<file path="config.mk">
export PLATFORM = sky130hd
export DESIGN_NAME = linear_point_by_point_interpolator_top
export DESIGN_NICKNAME = d
export VERILOG_FILES = /design/src/rtl/lpi_pkg.sv /design/src/rtl/linear_point_by_point_interpolator_top.sv /design/src/rtl/lpi_in_stage.sv /design/src/rtl/lpi_core.sv /design/src/rtl/lpi_out_stage.sv
export SDC_FILE = /design/constraint.sdc
export NUM_CORES = 2
export LEC_CHECK = 0
export BUFFER_PORTS_ARGS = -buffer_cell sky130_fd_sc_hd__buf_2
export CORE_MARGIN = 2
export CORE_UTILIZATION = 60
export CTS_BUF_LIST = sky130_fd_sc_hd__clkbuf_8
export DETAILED_ROUTE_END_ITERATION = 16
export HOLD_SLACK_MARGIN = 0.1
export MAX_ROUTING_LAYER = met4
export PLACE_DENSITY_LB_ADDON = 0.25
export SYNTH_ARGS = -nofsm -noshare
export SYNTH_HDL_FRONTEND = slang
export SYNTH_HIERARCHICAL = 1
export SYNTH_SLANG_ARGS = --single-unit
</file>
<file path="constraint.sdc">
create_clock -name clk -period 13.35 [get_ports clk]
set_input_delay 0.6675 -clock clk [delete_from_list [all_inputs] [get_ports clk]]
set_output_delay 0.6675 -clock clk [all_outputs]
set_load 0.05 [all_outputs]
</file>
<file path="src/rtl/lpi_pkg.sv">
// ---------------------------------------------------------------------------
// lpi_pkg
// Shared codes, widths and types of the point-by-point line interpolator.
// ---------------------------------------------------------------------------
`default_nettype none

package lpi_pkg;

    // Item function codes
    localparam logic FUNC_LOAD = 1'b0;
    localparam logic FUNC_STEP = 1'b1;

    // Move axis codes
    localparam logic AXIS_X = 1'b0;
    localparam logic AXIS_Y = 1'b1;

    // Configuration register indexes
    localparam int CFG_INDEX_W = 1;
    localparam logic [CFG_INDEX_W-1:0] CFG_X_STEP_SIZE = 1'b0;
    localparam logic [CFG_INDEX_W-1:0] CFG_Y_STEP_SIZE = 1'b1;

    localparam int STEP_W = 16;
    localparam logic [STEP_W-1:0] STEP_RESET = 16'd10;

    // Deviation accumulator wraps at this width
    localparam int DEV_W = 52;

    typedef enum logic [1:0] {
        QUAD_1 = 2'd0,
        QUAD_2 = 2'd1,
        QUAD_3 = 2'd2,
        QUAD_4 = 2'd3
    } quad_t;

    typedef struct packed {
        logic moved;
        logic move_axis;
        logic move_negative;
        logic last;
    } move_flags_t;

endpackage

`default_nettype wire

</file>
<file path="src/rtl/linear_point_by_point_interpolator_top.sv">
// ---------------------------------------------------------------------------
// linear_point_by_point_interpolator_top
// Flow: input register, then result register for a step result; a load gives no result.
// Throughput: one beat per cycle; a step waits in the input register while a result is held.
// Reset: async, clears the segment (no segment, position zero), step sizes return to 10.
// ---------------------------------------------------------------------------
`default_nettype none

module linear_point_by_point_interpolator_top #(
    parameter int COORD_WIDTH = 24
) (
    input  wire logic                                  clk,
    input  wire logic                                  rst_n,
    input  wire logic                                  cfg_we,
    input  wire logic [lpi_pkg::CFG_INDEX_W-1:0]       cfg_index,
    input  wire logic [lpi_pkg::STEP_W-1:0]            cfg_wdata,
    input  wire logic                                  in_valid,
    output logic                                       in_ready,
    input  wire logic                                  func,
    input  wire logic signed [COORD_WIDTH-1:0]         seg_start_x,
    input  wire logic signed [COORD_WIDTH-1:0]         seg_start_y,
    input  wire logic signed [COORD_WIDTH-1:0]         seg_end_x,
    input  wire logic signed [COORD_WIDTH-1:0]         seg_end_y,
    output logic                                       out_valid,
    input  wire logic                                  out_ready,
    output logic                                       moved,
    output logic                                       move_axis,
    output logic                                       move_negative,
    output logic signed [COORD_WIDTH-1:0]              pos_x,
    output logic signed [COORD_WIDTH-1:0]              pos_y,
    output logic                                       last
);

    logic [lpi_pkg::STEP_W-1:0] x_step_reg, x_step_next;
    logic [lpi_pkg::STEP_W-1:0] y_step_reg, y_step_next;

    logic                          item_valid;
    logic                          item_func;
    logic signed [COORD_WIDTH-1:0] item_start_x;
    logic signed [COORD_WIDTH-1:0] item_start_y;
    logic signed [COORD_WIDTH-1:0] item_end_x;
    logic signed [COORD_WIDTH-1:0] item_end_y;
    logic                          exec_fire;
    logic                          capture;
    lpi_pkg::move_flags_t          core_flags;
    logic signed [COORD_WIDTH-1:0] core_pos_x;
    logic signed [COORD_WIDTH-1:0] core_pos_y;
    lpi_pkg::move_flags_t          out_flags;

    // Step size registers
    always_comb
    begin
        x_step_next = x_step_reg;
        y_step_next = y_step_reg;
        if (cfg_we)
        begin
            unique case (cfg_index)
                lpi_pkg::CFG_X_STEP_SIZE: x_step_next = cfg_wdata;
                lpi_pkg::CFG_Y_STEP_SIZE: y_step_next = cfg_wdata;
                default: ;
            endcase
        end
    end

    always_ff @(posedge clk or negedge rst_n)
    begin
        if (!rst_n)
        begin
            x_step_reg <= lpi_pkg::STEP_RESET;
            y_step_reg <= lpi_pkg::STEP_RESET;
        end
        else
        begin
            x_step_reg <= x_step_next;
            y_step_reg <= y_step_next;
        end
    end

    // A load never needs the result slot; a step advances once the slot frees
    assign exec_fire = item_valid
                    && ((item_func == lpi_pkg::FUNC_LOAD) || !out_valid || out_ready);
    assign capture   = exec_fire && (item_func == lpi_pkg::FUNC_STEP);

    lpi_in_stage #(
        .COORD_WIDTH (COORD_WIDTH)
    ) u_in_stage (
        .clk          (clk),
        .rst_n        (rst_n),
        .in_valid     (in_valid),
        .in_ready     (in_ready),
        .func         (func),
        .seg_start_x  (seg_start_x),
        .seg_start_y  (seg_start_y),
        .seg_end_x    (seg_end_x),
        .seg_end_y    (seg_end_y),
        .advance      (exec_fire),
        .item_valid   (item_valid),
        .item_func    (item_func),
        .item_start_x (item_start_x),
        .item_start_y (item_start_y),
        .item_end_x   (item_end_x),
        .item_end_y   (item_end_y)
    );

    lpi_core #(
        .COORD_WIDTH (COORD_WIDTH)
    ) u_core (
        .clk         (clk),
        .rst_n       (rst_n),
        .fire        (exec_fire),
        .func        (item_func),
        .seg_start_x (item_start_x),
        .seg_start_y (item_start_y),
        .seg_end_x   (item_end_x),
        .seg_end_y   (item_end_y),
        .x_step_size (x_step_reg),
        .y_step_size (y_step_reg),
        .flags       (core_flags),
        .step_pos_x  (core_pos_x),
        .step_pos_y  (core_pos_y)
    );

    lpi_out_stage #(
        .COORD_WIDTH (COORD_WIDTH)
    ) u_out_stage (
        .clk       (clk),
        .rst_n     (rst_n),
        .capture   (capture),
        .flags_in  (core_flags),
        .pos_x_in  (core_pos_x),
        .pos_y_in  (core_pos_y),
        .out_ready (out_ready),
        .out_valid (out_valid),
        .flags_out (out_flags),
        .pos_x_out (pos_x),
        .pos_y_out (pos_y)
    );

    assign moved         = out_flags.moved;
    assign move_axis     = out_flags.move_axis;
    assign move_negative = out_flags.move_negative;
    assign last          = out_flags.last;

endmodule

`default_nettype wire

</file>
<file path="src/rtl/lpi_in_stage.sv">
// ---------------------------------------------------------------------------
// lpi_in_stage
// Input register: holds one accepted beat until the core consumes it.
// ---------------------------------------------------------------------------
`default_nettype none

module lpi_in_stage #(
    parameter int COORD_WIDTH = 24
) (
    input  wire logic                          clk,
    input  wire logic                          rst_n,
    input  wire logic                          in_valid,
    output logic                               in_ready,
    input  wire logic                          func,
    input  wire logic signed [COORD_WIDTH-1:0] seg_start_x,
    input  wire logic signed [COORD_WIDTH-1:0] seg_start_y,
    input  wire logic signed [COORD_WIDTH-1:0] seg_end_x,
    input  wire logic signed [COORD_WIDTH-1:0] seg_end_y,
    input  wire logic                          advance,
    output logic                               item_valid,
    output logic                               item_func,
    output logic signed [COORD_WIDTH-1:0]      item_start_x,
    output logic signed [COORD_WIDTH-1:0]      item_start_y,
    output logic signed [COORD_WIDTH-1:0]      item_end_x,
    output logic signed [COORD_WIDTH-1:0]      item_end_y
);

    logic                          valid_reg;
    logic                          valid_next;
    logic                          func_reg;
    logic signed [COORD_WIDTH-1:0] start_x_reg;
    logic signed [COORD_WIDTH-1:0] start_y_reg;
    logic signed [COORD_WIDTH-1:0] end_x_reg;
    logic signed [COORD_WIDTH-1:0] end_y_reg;
    logic                          take;

    assign in_ready = !valid_reg || advance;
    assign take     = in_valid && in_ready;

    always_comb
    begin
        if (take)
        begin
            valid_next = 1'b1;
        end
        else if (advance)
        begin
            valid_next = 1'b0;
        end
        else
        begin
            valid_next = valid_reg;
        end
    end

    always_ff @(posedge clk or negedge rst_n)
    begin
        if (!rst_n)
        begin
            valid_reg <= 1'b0;
        end
        else
        begin
            valid_reg <= valid_next;
        end
    end

    always_ff @(posedge clk)
    begin
        if (take)
        begin
            func_reg    <= func;
            start_x_reg <= seg_start_x;
            start_y_reg <= seg_start_y;
            end_x_reg   <= seg_end_x;
            end_y_reg   <= seg_end_y;
        end
    end

    assign item_valid   = valid_reg;
    assign item_func    = func_reg;
    assign item_start_x = start_x_reg;
    assign item_start_y = start_y_reg;
    assign item_end_x   = end_x_reg;
    assign item_end_y   = end_y_reg;

endmodule

`default_nettype wire

</file>
<file path="src/rtl/lpi_core.sv">
// ---------------------------------------------------------------------------
// lpi_core
// Segment state and the combinational load / step datapath.
// ---------------------------------------------------------------------------
`default_nettype none

module lpi_core #(
    parameter int COORD_WIDTH = 24
) (
    input  wire logic                             clk,
    input  wire logic                             rst_n,
    input  wire logic                             fire,
    input  wire logic                             func,
    input  wire logic signed [COORD_WIDTH-1:0]    seg_start_x,
    input  wire logic signed [COORD_WIDTH-1:0]    seg_start_y,
    input  wire logic signed [COORD_WIDTH-1:0]    seg_end_x,
    input  wire logic signed [COORD_WIDTH-1:0]    seg_end_y,
    input  wire logic [lpi_pkg::STEP_W-1:0]       x_step_size,
    input  wire logic [lpi_pkg::STEP_W-1:0]       y_step_size,
    output lpi_pkg::move_flags_t                  flags,
    output logic signed [COORD_WIDTH-1:0]         step_pos_x,
    output logic signed [COORD_WIDTH-1:0]         step_pos_y
);

    localparam int DIFF_W = COORD_WIDTH + 1;
    localparam int SIZE_W = lpi_pkg::STEP_W + 1;
    localparam int INC_W  = COORD_WIDTH + lpi_pkg::STEP_W + 2;
    localparam int SUM_W  = COORD_WIDTH + lpi_pkg::STEP_W + 1;
    localparam int DEV_W  = lpi_pkg::DEV_W;

    localparam logic signed [SUM_W-1:0] COORD_MAX =
        {{(SUM_W-COORD_WIDTH+1){1'b0}}, {(COORD_WIDTH-1){1'b1}}};
    localparam logic signed [SUM_W-1:0] COORD_MIN =
        {{(SUM_W-COORD_WIDTH+1){1'b1}}, {(COORD_WIDTH-1){1'b0}}};

    // Segment state
    logic signed [COORD_WIDTH-1:0] pos_x_reg,    pos_x_next;
    logic signed [COORD_WIDTH-1:0] pos_y_reg,    pos_y_next;
    logic signed [COORD_WIDTH-1:0] target_x_reg, target_x_next;
    logic signed [COORD_WIDTH-1:0] target_y_reg, target_y_next;
    logic signed [DEV_W-1:0]       dev_reg,      dev_next;
    logic signed [INC_W-1:0]       x_inc_reg,    x_inc_next;
    logic signed [INC_W-1:0]       y_inc_reg,    y_inc_next;
    lpi_pkg::quad_t                quad_reg,     quad_next;
    logic                          active_reg,   active_next;
    logic                          first_reg,    first_next;

    // Load path
    logic signed [DIFF_W-1:0] dx;
    logic signed [DIFF_W-1:0] dy;
    logic                     dx_neg;
    logic                     dy_neg;
    logic signed [SIZE_W-1:0] x_size;
    logic signed [SIZE_W-1:0] y_size;
    logic signed [SIZE_W-1:0] x_size_dir;
    logic signed [SIZE_W-1:0] y_size_dir;
    logic signed [INC_W-1:0]  x_inc_load;
    logic signed [INC_W-1:0]  y_inc_load;
    lpi_pkg::quad_t           quad_load;

    // Step path
    logic                     x_neg;
    logic                     y_neg;
    logic                     move_y;
    logic signed [SUM_W-1:0]  x_ext;
    logic signed [SUM_W-1:0]  y_ext;
    logic signed [SUM_W-1:0]  x_sz;
    logic signed [SUM_W-1:0]  y_sz;
    logic signed [SUM_W-1:0]  nx;
    logic signed [SUM_W-1:0]  ny;
    logic signed [SUM_W-1:0]  tx_ext;
    logic signed [SUM_W-1:0]  ty_ext;
    logic                     passed;
    logic signed [COORD_WIDTH-1:0] sat_x;
    logic signed [COORD_WIDTH-1:0] sat_y;
    logic signed [DEV_W-1:0]  dev_step;

    // ---------------- load ----------------
    always_comb
    begin
        dx     = DIFF_W'(seg_end_x) - DIFF_W'(seg_start_x);
        dy     = DIFF_W'(seg_end_y) - DIFF_W'(seg_start_y);
        dx_neg = dx[DIFF_W-1];
        dy_neg = dy[DIFF_W-1];
        x_size = SIZE_W'(x_step_size);
        y_size = SIZE_W'(y_step_size);
        x_size_dir = dx_neg ? -x_size : x_size;
        // y increment carries the minus sign of the deviation term
        y_size_dir = dy_neg ? y_size : -y_size;
        x_inc_load = INC_W'(x_size_dir) * INC_W'(dy);
        y_inc_load = INC_W'(y_size_dir) * INC_W'(dx);
        if (!dx_neg)
        begin
            quad_load = dy_neg ? lpi_pkg::QUAD_4 : lpi_pkg::QUAD_1;
        end
        else
        begin
            quad_load = dy_neg ? lpi_pkg::QUAD_3 : lpi_pkg::QUAD_2;
        end
    end

    // ---------------- step ----------------
    always_comb
    begin
        x_neg = (quad_reg == lpi_pkg::QUAD_2) || (quad_reg == lpi_pkg::QUAD_3);
        y_neg = (quad_reg == lpi_pkg::QUAD_3) || (quad_reg == lpi_pkg::QUAD_4);

        if (first_reg)
        begin
            move_y = 1'b0;
        end
        else if ((quad_reg == lpi_pkg::QUAD_1) || (quad_reg == lpi_pkg::QUAD_3))
        begin
            move_y = !dev_reg[DEV_W-1];
        end
        else
        begin
            move_y = dev_reg[DEV_W-1] || (dev_reg == '0);
        end

        x_ext  = SUM_W'(pos_x_reg);
        y_ext  = SUM_W'(pos_y_reg);
        tx_ext = SUM_W'(target_x_reg);
        ty_ext = SUM_W'(target_y_reg);
        x_sz   = SUM_W'(x_step_size);
        y_sz   = SUM_W'(y_step_size);

        if (move_y)
        begin
            nx       = x_ext;
            ny       = y_neg ? (y_ext - y_sz) : (y_ext + y_sz);
            dev_step = dev_reg + DEV_W'(y_inc_reg);
        end
        else
        begin
            nx       = x_neg ? (x_ext - x_sz) : (x_ext + x_sz);
            ny       = y_ext;
            dev_step = dev_reg + DEV_W'(x_inc_reg);
        end

        // Test the pass on the exact coordinate, before saturation
        passed = (x_neg ? (nx < tx_ext) : (nx > tx_ext))
              || (y_neg ? (ny < ty_ext) : (ny > ty_ext));

        if (nx > COORD_MAX)
        begin
            sat_x = COORD_MAX[COORD_WIDTH-1:0];
        end
        else if (nx < COORD_MIN)
        begin
            sat_x = COORD_MIN[COORD_WIDTH-1:0];
        end
        else
        begin
            sat_x = nx[COORD_WIDTH-1:0];
        end

        if (ny > COORD_MAX)
        begin
            sat_y = COORD_MAX[COORD_WIDTH-1:0];
        end
        else if (ny < COORD_MIN)
        begin
            sat_y = COORD_MIN[COORD_WIDTH-1:0];
        end
        else
        begin
            sat_y = ny[COORD_WIDTH-1:0];
        end
    end

    // Result of a step item; an idle step reports no move
    always_comb
    begin
        flags.moved         = active_reg;
        flags.move_axis     = active_reg && move_y;
        flags.move_negative = active_reg && (move_y ? y_neg : x_neg);
        flags.last          = active_reg && passed;
        step_pos_x          = active_reg ? sat_x : pos_x_reg;
        step_pos_y          = active_reg ? sat_y : pos_y_reg;
    end

    // ---------------- next state ----------------
    always_comb
    begin
        pos_x_next    = pos_x_reg;
        pos_y_next    = pos_y_reg;
        target_x_next = target_x_reg;
        target_y_next = target_y_reg;
        dev_next      = dev_reg;
        x_inc_next    = x_inc_reg;
        y_inc_next    = y_inc_reg;
        quad_next     = quad_reg;
        active_next   = active_reg;
        first_next    = first_reg;

        if (fire)
        begin
            if (func == lpi_pkg::FUNC_LOAD)
            begin
                pos_x_next    = seg_start_x;
                pos_y_next    = seg_start_y;
                target_x_next = seg_end_x;
                target_y_next = seg_end_y;
                dev_next      = '0;
                x_inc_next    = x_inc_load;
                y_inc_next    = y_inc_load;
                quad_next     = quad_load;
                active_next   = 1'b1;
                first_next    = 1'b1;
            end
            else if (active_reg)
            begin
                pos_x_next  = sat_x;
                pos_y_next  = sat_y;
                dev_next    = dev_step;
                first_next  = 1'b0;
                active_next = !passed;
            end
        end
    end

    always_ff @(posedge clk or negedge rst_n)
    begin
        if (!rst_n)
        begin
            pos_x_reg    <= '0;
            pos_y_reg    <= '0;
            target_x_reg <= '0;
            target_y_reg <= '0;
            dev_reg      <= '0;
            x_inc_reg    <= '0;
            y_inc_reg    <= '0;
            quad_reg     <= lpi_pkg::QUAD_1;
            active_reg   <= 1'b0;
            first_reg    <= 1'b0;
        end
        else
        begin
            pos_x_reg    <= pos_x_next;
            pos_y_reg    <= pos_y_next;
            target_x_reg <= target_x_next;
            target_y_reg <= target_y_next;
            dev_reg      <= dev_next;
            x_inc_reg    <= x_inc_next;
            y_inc_reg    <= y_inc_next;
            quad_reg     <= quad_next;
            active_reg   <= active_next;
            first_reg    <= first_next;
        end
    end

endmodule

`default_nettype wire

</file>
<file path="src/rtl/lpi_out_stage.sv">
// ---------------------------------------------------------------------------
// lpi_out_stage
// Result register: holds one result beat until the consumer takes it.
// ---------------------------------------------------------------------------
`default_nettype none

module lpi_out_stage #(
    parameter int COORD_WIDTH = 24
) (
    input  wire logic                          clk,
    input  wire logic                          rst_n,
    input  wire logic                          capture,
    input  wire lpi_pkg::move_flags_t          flags_in,
    input  wire logic signed [COORD_WIDTH-1:0] pos_x_in,
    input  wire logic signed [COORD_WIDTH-1:0] pos_y_in,
    input  wire logic                          out_ready,
    output logic                               out_valid,
    output lpi_pkg::move_flags_t               flags_out,
    output logic signed [COORD_WIDTH-1:0]      pos_x_out,
    output logic signed [COORD_WIDTH-1:0]      pos_y_out
);

    logic                          valid_reg;
    logic                          valid_next;
    lpi_pkg::move_flags_t          flags_reg;
    logic signed [COORD_WIDTH-1:0] pos_x_reg;
    logic signed [COORD_WIDTH-1:0] pos_y_reg;

    always_comb
    begin
        if (capture)
        begin
            valid_next = 1'b1;
        end
        else if (out_ready)
        begin
            valid_next = 1'b0;
        end
        else
        begin
            valid_next = valid_reg;
        end
    end

    always_ff @(posedge clk or negedge rst_n)
    begin
        if (!rst_n)
        begin
            valid_reg <= 1'b0;
        end
        else
        begin
            valid_reg <= valid_next;
        end
    end

    always_ff @(posedge clk)
    begin
        if (capture)
        begin
            flags_reg <= flags_in;
            pos_x_reg <= pos_x_in;
            pos_y_reg <= pos_y_in;
        end
    end

    assign out_valid = valid_reg;
    assign flags_out = flags_reg;
    assign pos_x_out = pos_x_reg;
    assign pos_y_out = pos_y_reg;

endmodule

`default_nettype wire

</file>
==> results.toml <==
[worst_hold_path]
hold_path_end = "u_in_stage/item_end_y[23]"
min_path_cells = 1
hold_class = "in -> reg"
min_from = "seg_end_y[23]"

[sta]
maxSlewViolCount = 0
slew_headroom_pct = 9.91
finalSetupViolCount = 0
skew_ns = 0.0675
worstMarginPinSlew_ns = 1.35
fmax_ghz = 0.0863
fin_crit_ns = 11.59
hold_viol = 0
tns_ns = 0
rsz0062_at_grt = "no"
period_share_pct = 86.8

[yosys]
yosysSeqAreaShare_pct = 19.9
synth-seq-cells = 419
ys.flop_type = "dfrtp_1"
yosysTopAreaCell = "fa_1"
synth-edff-count = 149
ys_types = 115
synth.top_cell.area_share_pct = 29.7
syn_area_per_cell_sq_um = 9.08
netlist_area_sq_mm = 0.0564
syn_nets = 7568
yosys-top-cells-area = "fa_1 30%, dfrtp_1 12%, ha_1 9.0%"
syn_inst = 6208
synthArstFlopShare_pct = 64.4
yosys_warnings = 6

[setup_path]
r2r-start = "u_in_stage/item_end_x[0]"
cp-start-kind = "flip-flop"
crit_path_frequent_cell = "fa_1"
r2r_cells = 37
critPathSlowestCell = "xor2_2"
r2r_slack_ns = 1.76
cp.arrival_ns = 12.13
slowest_delay_ns = 1.04
cp-end-kind = "flip-flop"
r2r-end = "u_core/x_inc_reg[41]"
required_ns = 13.89
crit_path_max_fanout = 23
critPathKind = "reg -> reg"

[floorplan]
core-area_sq_mm = 0.0932
pin_count = 173
start_util_pct = 60.5
row_count = 112
die_y_um = 310
die_area_sq_mm = 0.0964
die_x_um = 310

[clock_network]
cts_resized = 0
htree_levels = 3
cts_made_buffers = 77
clock-sinks = 419
cts_tree = "yes"
postCtsSetupBuffers = 0
cts-root-buf = "clkbuf_8"
hold_buffers = 42
insertion_delay_ns = 0.73
clockBufferDepth = 3
path_clk_slew_ns = 0.06

[detailed_routing]
drt-pass1-iter-count = 6
drc_errors = 0
viasPerCell = 5.96
wl_per_cell_um = 23.9
num_vias = 45900
drt_iter0_markers = 4319
antenna_left = 0
wirelength_mm = 184

[grt]
grt_pass1_wl_mm = 280
first_global_vias = 46600
grt_max_degree = 84
gr-usage-all-layers_pct = 40.4
grt-ovfl-total = 0
antenna_found_initial = 13

[run_status]
outcome = "completed"

[final_layout]
syn_to_final_growth_pct = 7.76
num-fill-cells = 7754
drive_above_1_share_pct = 8.57
largest_register_ffs = 52
nets = 7741

[placed_design]
gp_congestion = 0.988
dp_hpwl_mm = 145
io_buffers = 172

[run]
drv_cap = 0
## cell usage after synthesis, drive strengths merged (44+ instances only)
master	instances
xor2	132
mux2	44
inv	1028
nor2	513
nor2b	74
and2	73
a21o	110
nand2	920
edfxtp	149
xnor2	186
nand2b	68
dfrtp	266
clkbuf	139
o21ai	349
buf	86
ha	404
fa	837
a21oi	255
nor3	50
## stage by stage
stage	util (%)	cells	hold slack (ns)	setup WS [ns]	cell area, sq um
2_1_floorplan	-	6208	0.372	4.10	56400
3_3_place_gp	63.1	7514	0.450	2.42	58800
3_5_place_dp	63.1	7514	0.464	2.22	58800
4_1_cts	65.1	7697	0.101	2.15	60700
5_1_grt	65.2	7707	0.119	1.47	60700
6_report	65.2	7708	0.146	1.76	60700
## worst max path at each step
stage	from	to	slack, ns	depth (start not counted)
after floorplan	u_in_stage/item_end_x[0]	u_core/x_inc_reg[41]	4.10	38
final	u_in_stage/item_end_x[0]	u_core/x_inc_reg[41]	1.76	37
after detailed placement	u_in_stage/item_end_x[0]	u_core/x_inc_reg[41]	2.22	37
after CTS	u_in_stage/item_end_x[0]	u_core/x_inc_reg[41]	2.15	37
after global routing	u_in_stage/item_end_x[0]	u_core/x_inc_reg[39]	1.47	37
after global placement	u_in_stage/item_end_x[0]	u_core/x_inc_reg[41]	2.42	38
## cell families after synthesis
| family | share of synthesized area (%) |
|---|---|
| buffers and inverters | 8.70 |
| DFF | 19.9 |
| muxes | 1.22 |
| and+or+nand+nor | 14.5 |
| xor gates and xnor gates | 5.17 |
| adders and majority gates | 38.9 |
| AOI/OAI and AO/OA | 11.6 |
## final cells by class
type	count	area [sq um]	area share, %
clock inverter	59	380	0.626
inverter	1031	3880	6.38
clock buffer	82	1130	1.86
antenna	11	27.5	0.0453
sequential	419	11200	18.5
tap	1254	1570	2.58
multi-input combinational	4533	40400	66.6
timing repair buffer	319	2080	3.42
## layout by cell type (no fill, tap or decap), types with 72 or more instances in the layout
master    Yosys  routed
inv_1      1026    1053
nand2_1     913     912
nor2b_1      74      74
nor2_1      510     508
ha_1        404     404
o21ai_0     343     343
buf_4        16     105
xnor2_1     182     175
and2_1       72      72
fa_1        837     837
buf_2        49     171
a21oi_1     249     249
edfxtp_1    149     149
dfrtp_1     266     265
clkbuf_8      0      82
a21o_1      110     109
xor2_1      125     116
## worst max-delay path, delay by kind of cell, from the launching register on
| family | cells | cell delay (ns) |
|---|---|---|
| DFF | 1 | 0.35 |
| and+or+nand+nor | 7 | 1.28 |
| AOI/OAI and AO/OA | 12 | 3.82 |
| buffers and inverters | 7 | 0.85 |
| adders and majority gates | 9 | 3.96 |
| xor gates and xnor gates | 2 | 1.15 |
## routing by layer
layer / wire [um] / vias to the layer above / global-route usage (%)
met4: 12200 / 0 / 22.8
li1: - / 20200 / -
met3: 19100 / 531 / 9.34
met2: 81100 / 2383 / 59.3
met5: 0 / - / -
met1: 71500 / 22900 / 51.7
Power is left out: the tool's default activity adds up to more than one toggle a clock period on the data nets, which glitch-free logic cannot reach.
